<file path="src/design/ghr_pkg.sv">
// ghr_pkg: shared types, constants and helper for the grip hold-and-ramp controller
// no dependencies; imported by every module of the block

package ghr_pkg;

  // pressure sample width
  localparam int PRESSURE_BITS = 12;

  // divide-by-50 through a reciprocal multiply, one correction step
  localparam int DIVISOR      = 50;
  localparam int RECIP        = 1310;            // floor(2^16 / 50), under-estimates
  localparam int RECIP_BITS   = 11;
  localparam int RECIP_SHIFT  = 16;
  localparam int PROD_W       = PRESSURE_BITS + RECIP_BITS;
  localparam int QUOT_W       = PROD_W - RECIP_SHIFT;
  localparam int SUM_W        = PRESSURE_BITS + 4;

  localparam int ANGLE_W      = 8;
  localparam int TIME_W       = 32;
  localparam int CFG_INDEX_W  = 2;
  localparam int CFG_DATA_W   = 32;

  // configuration register indexes
  localparam logic [CFG_INDEX_W-1:0] CFG_PRESSURE_THRESHOLD = 2'd0;
  localparam logic [CFG_INDEX_W-1:0] CFG_ANGLE_OPEN         = 2'd1;
  localparam logic [CFG_INDEX_W-1:0] CFG_ANGLE_CLOSED       = 2'd2;
  localparam logic [CFG_INDEX_W-1:0] CFG_HOLD_TIME_US       = 2'd3;

  typedef enum logic [2:0] {
    MODE_IDLE_OPEN   = 3'd0,
    MODE_HOLD_OPEN   = 3'd1,
    MODE_CLOSING     = 3'd2,
    MODE_CLOSED      = 3'd3,
    MODE_IDLE_CLOSED = 3'd4,
    MODE_HOLD_CLOSE  = 3'd5,
    MODE_OPENING     = 3'd6,
    MODE_OPEN        = 3'd7
  } mode_t;

  typedef struct packed {
    logic [PRESSURE_BITS-1:0] pressure;
    logic [TIME_W-1:0]        now_us;
  } in_item_t;

  typedef struct packed {
    logic [ANGLE_W-1:0] angle_cmd;
    logic               servo_update;
    logic [2:0]         hand_mode;
  } out_item_t;

  typedef struct packed {
    logic [PRESSURE_BITS-1:0] pressure_threshold;
    logic [ANGLE_W-1:0]       angle_open;
    logic [ANGLE_W-1:0]       angle_closed;
    logic [TIME_W-1:0]        hold_time_us;
  } cfg_t;

  // p / 50: reciprocal estimate is exact or one short, fixed by one compare
  function automatic logic [QUOT_W-1:0] div_by_divisor(input logic [PRESSURE_BITS-1:0] p);
    logic [PROD_W-1:0]        prod;
    logic [QUOT_W-1:0]        q0;
    logic [PRESSURE_BITS-1:0] rem;
    prod = PROD_W'(p) * PROD_W'(RECIP);
    q0   = prod[RECIP_SHIFT +: QUOT_W];
    rem  = p - PRESSURE_BITS'(PRESSURE_BITS'(q0) * PRESSURE_BITS'(DIVISOR));
    if (rem >= PRESSURE_BITS'(DIVISOR)) begin
      q0 = q0 + QUOT_W'(1);
    end
    return q0;
  endfunction

endpackage

</file>
<file path="src/design/ghr_cfg_regs.sv">
// ghr_cfg_regs: configuration register file of the grip controller
// depends on ghr_pkg for the register indexes and the cfg_t bundle

module ghr_cfg_regs import ghr_pkg::*; (
  input  logic                   clk,
  input  logic                   rst,
  input  logic                   wr_en,
  input  logic [CFG_INDEX_W-1:0] wr_index,
  input  logic [CFG_DATA_W-1:0]  wr_data,
  output cfg_t                   cfg
);

  always_ff @(posedge clk) begin
    if (rst) begin
      cfg.pressure_threshold <= PRESSURE_BITS'(500);
      cfg.angle_open         <= ANGLE_W'(0);
      cfg.angle_closed       <= ANGLE_W'(180);
      cfg.hold_time_us       <= TIME_W'(300000);
    end else if (wr_en) begin
      case (wr_index)
        CFG_PRESSURE_THRESHOLD: cfg.pressure_threshold <= wr_data[PRESSURE_BITS-1:0];
        CFG_ANGLE_OPEN:         cfg.angle_open         <= wr_data[ANGLE_W-1:0];
        CFG_ANGLE_CLOSED:       cfg.angle_closed       <= wr_data[ANGLE_W-1:0];
        CFG_HOLD_TIME_US:       cfg.hold_time_us       <= wr_data[TIME_W-1:0];
        default: ;
      endcase
    end
  end

endmodule

</file>
<file path="src/design/ghr_core.sv">
// ghr_core: hand state machine, servo angle ramp and hold timer
// depends on ghr_pkg for mode_t, item structs and the divide helper

module ghr_core import ghr_pkg::*; (
  input  logic      clk,
  input  logic      rst,
  input  logic      step,
  input  in_item_t  item,
  input  cfg_t      cfg,
  output out_item_t result
);

  mode_t              mode;
  mode_t              mode_next;
  logic [ANGLE_W-1:0] angle;
  logic [ANGLE_W-1:0] angle_next;
  logic [TIME_W-1:0]  hold_start;
  logic               hold_load;
  logic               update;
  logic               above;
  logic               below;
  logic               expired;
  logic [TIME_W-1:0]  elapsed;
  logic [QUOT_W-1:0]  quot;
  logic [SUM_W-1:0]   sum;

  assign above   = item.pressure > cfg.pressure_threshold;
  assign below   = item.pressure < cfg.pressure_threshold;
  // wraps modulo 2^32 with the timestamp
  assign elapsed = item.now_us - hold_start;
  assign expired = elapsed > cfg.hold_time_us;
  assign quot    = div_by_divisor(item.pressure);
  assign sum     = SUM_W'(angle) + SUM_W'(quot) + SUM_W'(1);

  always_comb begin
    mode_next  = mode;
    angle_next = angle;
    hold_load  = 1'b0;
    update     = 1'b0;
    case (mode)
      MODE_IDLE_OPEN: begin
        if (above) begin
          hold_load = 1'b1;
          mode_next = MODE_HOLD_OPEN;
        end
      end
      MODE_HOLD_OPEN: begin
        if (!above) begin
          mode_next = MODE_IDLE_OPEN;
        end else if (expired) begin
          mode_next = MODE_CLOSING;
        end
      end
      MODE_CLOSING: begin
        if (above && (angle < cfg.angle_closed)) begin
          angle_next = (sum > SUM_W'(cfg.angle_closed)) ? cfg.angle_closed
                                                        : sum[ANGLE_W-1:0];
          update     = 1'b1;
        end else begin
          mode_next = MODE_CLOSED;
        end
      end
      MODE_CLOSED: begin
        if (below) begin
          mode_next = MODE_IDLE_CLOSED;
        end
      end
      MODE_IDLE_CLOSED: begin
        if (above) begin
          hold_load = 1'b1;
          mode_next = MODE_HOLD_CLOSE;
        end
      end
      MODE_HOLD_CLOSE: begin
        if (!above) begin
          mode_next = MODE_IDLE_CLOSED;
        end else if (expired) begin
          mode_next = MODE_OPENING;
        end
      end
      MODE_OPENING: begin
        angle_next = cfg.angle_open;
        update     = 1'b1;
        mode_next  = MODE_OPEN;
      end
      MODE_OPEN: begin
        if (below) begin
          mode_next = MODE_IDLE_OPEN;
        end
      end
      default: begin
        mode_next = MODE_IDLE_OPEN;
      end
    endcase
  end

  always_ff @(posedge clk) begin
    if (rst) begin
      mode  <= MODE_IDLE_OPEN;
      angle <= '0;
    end else if (step) begin
      mode  <= mode_next;
      angle <= angle_next;
    end
  end

  // always written on entry to a hold state before it is read
  always_ff @(posedge clk) begin
    if (step && hold_load) begin
      hold_start <= item.now_us;
    end
  end

  assign result.angle_cmd    = angle_next;
  assign result.servo_update = update;
  assign result.hand_mode    = mode_next;

endmodule

</file>
<file path="src/design/grip_hold_ramp_controller_unit.sv">
// grip_hold_ramp_controller_unit: top level of the grip hold-and-ramp controller
// depends on ghr_pkg, ghr_cfg_regs and ghr_core
//
// usage
//   in channel  (in_valid/in_ready/in_data): one pressure sample plus its
//     microsecond timestamp per transfer
//   out channel (out_valid/out_ready/out_data): exactly one result per input
//     transfer, in order: servo angle, update flag and hand mode after the step
//   cfg channel (cfg_valid/cfg_ready/cfg_index/cfg_data): register writes,
//     always ready, only to be used while the block is idle
// path: a sample taken into the input register is evaluated by the state
//   machine and lands in the result register as it moves on, when the
//   result register is free or being emptied
// throughput: one item per cycle while out_ready is high; the core state
//   steps once per item, and the input and result registers move together
// reset (rst, synchronous): hand is idle-open with angle zero, registers take
//   their default values, both pipeline stages are emptied
// stall: while out_ready is low the result is held; one more item can wait in
//   the input register, after which in_ready drops

module grip_hold_ramp_controller_unit import ghr_pkg::*; (
  input  logic                   clk,
  input  logic                   rst,
  input  logic                   in_valid,
  output logic                   in_ready,
  input  in_item_t               in_data,
  output logic                   out_valid,
  input  logic                   out_ready,
  output out_item_t              out_data,
  input  logic                   cfg_valid,
  output logic                   cfg_ready,
  input  logic [CFG_INDEX_W-1:0] cfg_index,
  input  logic [CFG_DATA_W-1:0]  cfg_data
);

  cfg_t      cfg;
  in_item_t  item_q;
  logic      item_valid;
  logic      advance;
  out_item_t result;

  // config writes never stall
  assign cfg_ready = 1'b1;

  ghr_cfg_regs u_cfg (
    .clk      (clk),
    .rst      (rst),
    .wr_en    (cfg_valid && cfg_ready),
    .wr_index (cfg_index),
    .wr_data  (cfg_data),
    .cfg      (cfg)
  );

  // item in the input register moves on when the result register is free
  // or being emptied in this cycle
  assign advance  = item_valid && (!out_valid || out_ready);
  assign in_ready = !item_valid || advance;

  // input register
  always_ff @(posedge clk) begin
    if (rst) begin
      item_valid <= 1'b0;
    end else if (in_ready) begin
      item_valid <= in_valid;
    end
  end

  always_ff @(posedge clk) begin
    if (in_valid && in_ready) begin
      item_q <= in_data;
    end
  end

  // state machine, state changes only when the item moves on
  ghr_core u_core (
    .clk    (clk),
    .rst    (rst),
    .step   (advance),
    .item   (item_q),
    .cfg    (cfg),
    .result (result)
  );

  // result register
  always_ff @(posedge clk) begin
    if (rst) begin
      out_valid <= 1'b0;
    end else if (advance) begin
      out_valid <= 1'b1;
    end else if (out_ready) begin
      out_valid <= 1'b0;
    end
  end

  always_ff @(posedge clk) begin
    if (advance) begin
      out_data <= result;
    end
  end

`ifndef ASSERT_OFF
  // a new angle is only commanded while ramping or on the step into open
  a_update_mode: assert property (@(posedge clk) disable iff (rst)
    out_valid && out_data.servo_update |->
      (out_data.hand_mode == MODE_CLOSING) || (out_data.hand_mode == MODE_OPEN))
    else $error("servo update outside closing or opening step");

  // reopening always commands the configured open angle
  a_open_angle: assert property (@(posedge clk) disable iff (rst)
    out_valid && out_data.servo_update && (out_data.hand_mode == MODE_OPEN) |->
      out_data.angle_cmd == cfg.angle_open)
    else $error("reopen angle differs from angle_open");

  // input back-pressure only when both stages are full and the output stalls
  a_ready_backpressure: assert property (@(posedge clk) disable iff (rst)
    !in_ready |-> item_valid && out_valid && !out_ready)
    else $error("input stalled without a full pipeline");

  // an item that moves on always produces a result in the next cycle
  a_advance_result: assert property (@(posedge clk) disable iff (rst)
    advance |=> out_valid)
    else $error("result lost after item advanced");
`endif

endmodule

</file>
<file path="config.mk">
export PLATFORM = sky130hd
export DESIGN_NAME = grip_hold_ramp_controller_unit
export DESIGN_NICKNAME = d
export VERILOG_FILES = /design/src/design/ghr_pkg.sv /design/src/design/ghr_cfg_regs.sv /design/src/design/ghr_core.sv /design/src/design/grip_hold_ramp_controller_unit.sv
export SDC_FILE = /design/constraint.sdc
export NUM_CORES = 1
export LEC_CHECK = 0
export ABC_CLOCK_PERIOD_IN_PS = 12700
export BUFFER_PORTS_ARGS = -buffer_cell sky130_fd_sc_hd__buf_2
export CAP_MARGIN = 25
export CORE_MARGIN = 10
export CORE_UTILIZATION = 56
export CTS_CLUSTER_DIAMETER = 120
export DETAILED_ROUTE_END_ITERATION = 7
export GPL_ROUTABILITY_DRIVEN = 1
export PLACE_DENSITY = 0.78
export SETUP_SLACK_MARGIN = 0.02
export SYNTH_ARGS = -nofsm -noshare
export SYNTH_HDL_FRONTEND = slang
export SYNTH_SLANG_ARGS = --single-unit
</file>
<file path="constraint.sdc">
create_clock -name clk -period 12.7 [get_ports clk]
set_clock_uncertainty 0.05 [all_clocks]
set_input_delay 0 -clock clk [delete_from_list [all_inputs] [get_ports clk]]
set_output_delay 0 -clock clk [all_outputs]
set_load 0.005 [all_outputs]
</file>
* Yosys cells after proc, flatten, opt, wreduce, memory -nomap -nowiden *
Index checks and enable logic that the tools add are counted.

storage, ports and cells
  bits in registers = 161
  latch bits = 0
  RAM bits = 0
  memory bits (read-only) = 0
  output and inout bits = 15
  memories kept = 0

operators by class
  add/subtract/negate cells = 5
  multipliers = 2
  divide/modulo/power cells = 0
  $lt $le $gt $ge = 6
  equality and inequality tests = 10
  shift-type cells = 0
  multiplexer cells = 20
  bitwise logic cells = 0
  reduce and logical (&&, ||, !) cells = 16

operators by type and width
  operator                                                                 count
  32-bit > comparator                                                      1
  32-bit subtractor                                                        1
  3-bit 2-to-1 mux                                                         9
  3-bit one-hot mux with 8 select lines                                    1
  12-bit by 10-bit multiplier with 22-bit output (second input constant)   1
  16-bit by 1-bit adder with 16-bit output (second input constant)         1
  16-bit by 8-bit > comparator with 1-bit output                           1
  8-bit 2-to-1 mux                                                         2
  8-bit one-hot mux with 2 select lines                                    1
  3-bit == test (second input constant)                                    4
  12-bit by 6-bit >= comparator with 1-bit output (second input constant)  1
  12-bit > comparator                                                      1
  12-bit < comparator                                                      1
  12-bit subtractor                                                        1
  7-bit by 5-bit multiplier with 11-bit output (second input constant)     1
  8-bit by 7-bit adder with 9-bit output                                   1
  8-bit < comparator                                                       1
  2-bit AND reduction                                                      4
  7-bit by 1-bit adder with 7-bit output (second input constant)           1
  7-bit 2-to-1 mux                                                         1
  3-bit by 2-bit == test with 1-bit output (second input constant)         2
  1-bit 2-to-1 mux                                                         5
  2-bit == test (second input constant)                                    2
  1-bit logical AND                                                        4
  other kinds (9)                                                          11

* Logic depth before layout (Yosys ltp) *
  depth after elaboration = 11
  mapped depth = 55
  depth with buffers taken out = 55

* By module *
A second synthesis with hierarchy kept.

unflattened totals
  cell total of the unflattened synthesis = 1281
  area, all modules = 12727.2 um^2

by module, submodules not included
  module                          instances  cells an instance  area an instance (um^2)  seq. area each (um^2)
  ghr_core                        1          971                8431.8                   1181.1
  ghr_cfg_regs                    1          242                2498.6                   1201.2
  grip_hold_ramp_controller_unit  1          68                 1796.7                   1721.7

* Least setup slack after synthesis *
Ideal clock, no wire load.

  kind = register -> register
  start point = register item_q[41] (netlist bit)
  end point = register out_data[11] (netlist bit), data pin
  setup time = 0.261 ns
  data arrival time = 12.369 ns
  data required time = 12.389 ns
  path slack = 0.021 ns
  stages on the path, launching flop included = 48
  cell sequence = edfxtp_1 > fa_1 > ha_1 > inv_1 > fa_1 > fa_1 > fa_1 > inv_1 > ha_1 > a21o_1 > a221o_1 > o311a_1 > a21boi_1 > o21a_1 > nor2_1 > ha_1 > ha_1 > inv_1 > [12 not listed] > o2111ai_2 > nor2_2 > mux2_4 > fa_1 > a21o_1 > a21oi_1 > xnor2_1 > nand2_1 > a2111oi_0 > xor2_1 > ha_1 > a21o_1 > a21oi_1 > a22oi_1 > a311oi_4 > mux2_2 > o22ai_1 > a21oi_1

RTL lines
  element                 line                                  text
  start, declared         grip_hold_ramp_controller_unit.sv:37  in_item_t item_q;
  start signal, assigned  grip_hold_ramp_controller_unit.sv:70  item_q <= in_data;
  end signal, assigned    grip_hold_ramp_controller_unit.sv:97  out_data <= result;
  end, declared           grip_hold_ramp_controller_unit.sv:29  output out_item_t out_data,

==> flow_metrics.env <==
export IMPL_status="complete, no violations"
export IMPL_worst_skew_pair_late_latency_ps=430
export IMPL_fill_cells=1632
export IMPL_r2r_slack_ps=550
export IMPL_cts_sinks=161
export IMPL_vias=9965
export IMPL_drt_wirelength_per_cell_um=16.7
export IMPL_drt_vias_per_instance=5.59
export IMPL_stdcell_area_sq_um=14900
export IMPL_tns_ps=0
export IMPL_grt_pass1_vias=9821
export IMPL_dpl_worst_slack_ps=23.8
export IMPL_use_met2=0.331
export IMPL_die_height_um=168
export IMPL_endpoint_kind="register"
export IMPL_htree_levels=4
export IMPL_grt_use_met3=0.0354
export IMPL_startpoint="item_q[41]"
export IMPL_drc=0
export IMPL_synth_seq_cells=161
export IMPL_slowest_delay_ps=510
export IMPL_clkTransAtPathRegs_ps=80
export IMPL_dr_pass1_iters=5
export IMPL_wl_um=29700
export IMPL_drtIter0Drc=714
export IMPL_synth_warnings=0
export IMPL_syn_area_per_cell_sq_um=9.59
export IMPL_r2r_start="item_q[41]"
export IMPL_crit_slowest_cell="fa_1"
export IMPL_ios=98
export IMPL_critPathKind="register to register"
export IMPL_finalNonFillerCells=1782
export IMPL_max_freq_mhz=82.3
export IMPL_place_hpwl_um=21600
export IMPL_portBuffers=96
export IMPL_final_layout_size_suffix_gt1_frac=0.134
export IMPL_cp_data_required_time_ps=12820
export IMPL_worstMarginPinSlew_ps=916
export IMPL_drv_cap=0
export IMPL_root_buffer="clkbuf_16"
export IMPL_min_period_ps=12150
export IMPL_rows=54
export IMPL_setup_viol=0
export IMPL_cts_buffers=17
export IMPL_start_util=0.566
export IMPL_grt_overflow=0
export IMPL_worst_ep_arrival_time_ps=12270
export IMPL_cts_tree="done"
export IMPL_rr_worst_depth=49
export IMPL_drv_slew=0
export IMPL_syn_area_sq_um=12300
export IMPL_netlist_instances=1285
export IMPL_slew_headroom=0.388
export IMPL_dp_cells=1664
export IMPL_seq_area_frac_synth=0.333
export IMPL_synth_flop_cell="edfxtp_1"
export IMPL_hold_class="input port to register"
export IMPL_finalHoldViolCount=0
export IMPL_die_width_um=168
export IMPL_crit_path_end="out_data[9]"
export IMPL_place_area_sq_um=13300
export IMPL_fin_ws_ps=554
export IMPL_place_congestion=0.903
export IMPL_regToRegEndpoint="out_data[9]"
export IMPL_area_delta_synth_final_pct=21.0
export IMPL_grt_busiest_layer="met2"
export IMPL_antenna_found_initial=0
export IMPL_diodes=0
export IMPL_nNetsFinal=1818
export IMPL_grt_first_pass_wirelength_um=48000
export IMPL_synth_distinct_cells=76
export IMPL_clockBufferDepth=2
export IMPL_critPathLaunchType="register"
export IMPL_fin_crit_sh=0.956
export IMPL_crit_top_cell="ha_1"
export IMPL_synth_nets=1614
export IMPL_async_reset_ff_frac=0
export IMPL_gr_usage_met1=0.267
export IMPL_dieArea_sq_um=28300
export IMPL_grt_max_degree=52
export IMPL_grt_usage=0.204
export IMPL_antenna_left=0
export IMPL_synth_edf_count=88
export IMPL_fp_coreArea_sq_um=21800
export IMPL_cp_max_fo=7
[flip-flops by register name, summed over array words and instances (netlist names)]
signal	flops
u_core.mode	3
out_data	12
u_core.hold_start	32
item_valid	1
item_q	44
out_valid	1
u_cfg.cfg	60
u_core.angle	8
[kinds of logic after synthesis]
family | share of synthesized area
flip-flops | 0.333
AO/OA/AOI/OAI | 0.168
other | 0.000304
multiplexers | 0.0151
XOR/XNOR | 0.0427
adder cells (fa/ha/maj) | 0.272
buffers and inverters | 0.0609
AND/OR/NAND/NOR | 0.108
[cells in the mapped netlist, types with 16 or more instances]
cell type  count  area share
nor2_1        74       0.023
dfxtp_1       73        0.12
o21a_1        18       0.011
fa_1          36       0.059
clkbuf_1      22      0.0067
a21oi_1       98       0.040
edfxtp_1      88        0.21
xnor2_1       43       0.031
xor2_1        17       0.012
o211ai_1      26       0.016
o21ai_0       38       0.015
ha_1         210        0.21
nand2_1      119       0.036
inv_1        173       0.053
nor3_1        18      0.0073
mux2i_1       16       0.013
a21o_1        41       0.025
[worst min-delay path by stage]
stage                 startpoint            end  slack (ps)  cells after the start
global route                 rst      out_valid         110                      3
global placement     in_data[23]     item_q[23]         130                      1
finish              cfg_index[0]  u_cfg.cfg[33]          90                      4
CTS                 cfg_index[0]  u_cfg.cfg[35]          60                      4
floorplan             in_data[0]      item_q[0]          50                      0
detailed placement   in_data[12]     item_q[12]         130                      1
[timing repair]
action                                  CTS  global route
gates resized for setup                   0            29
hold endpoints to repair                106             0
buffers inserted                          1             4
hold buffers                             79             0
endpoints found under the setup margin    4            16
pin swaps                                 1            10
[layout make-up]
cell class / count / area, sq um / share of cell area
Inverter: 174 / 653 / 0.0438
Tap cell: 280 / 350 / 0.0235
Clock inverter: 15 / 191 / 0.0128
Timing Repair Buffer: 210 / 1560 / 0.105
Multi-Input combinational cell: 925 / 7610 / 0.511
Sequential cell: 161 / 4100 / 0.275
Clock buffer: 17 / 425 / 0.0285
[cells in the final DEF, fill, tap and decap left out, drive strengths merged, types with 17 or more instances in the layout]
master	synthesis	layout
a21o	41	41
a21oi	98	98
buf	3	131
clkbuf	22	17
dfxtp	73	73
dlygate4sd3	0	79
edfxtp	88	88
fa	36	36
ha	210	210
inv	173	182
nand2	119	119
nor2	75	75
nor3	18	18
o211ai	26	26
o21a	18	18
o21ai	41	41
xnor2	43	43
xor2	17	17
[critical path, delay by kind of cell, from the launching register on]
kind	cells	cell delay, ps
AO/OA/AOI/OAI	17	3620
XOR/XNOR	3	490
adder cells (fa/ha/maj)	13	4760
buffers and inverters	6	990
flip-flops	1	460
multiplexers	2	570
AND/OR/NAND/NOR	8	960
[metrics by stage]
step / utilization / hold WS, ps
finish: 0.685 / 89.0
global route: 0.685 / 110
CTS: 0.675 / 63.0
detailed placement: 0.610 / 128
global placement: 0.610 / 126
floorplan: - / 48.9
[per-layer routing]
metal / vias to the layer above / part of all wire
met5: - / 0
met4: 0 / 0.025
met3: 55 / 0.051
met2: 280 / 0.47
met1: 4685 / 0.45
li1: 4945 / -
Power is left out: the tool's default activity adds up to more than one toggle a clock period on the data nets, which glitch-free logic cannot reach.
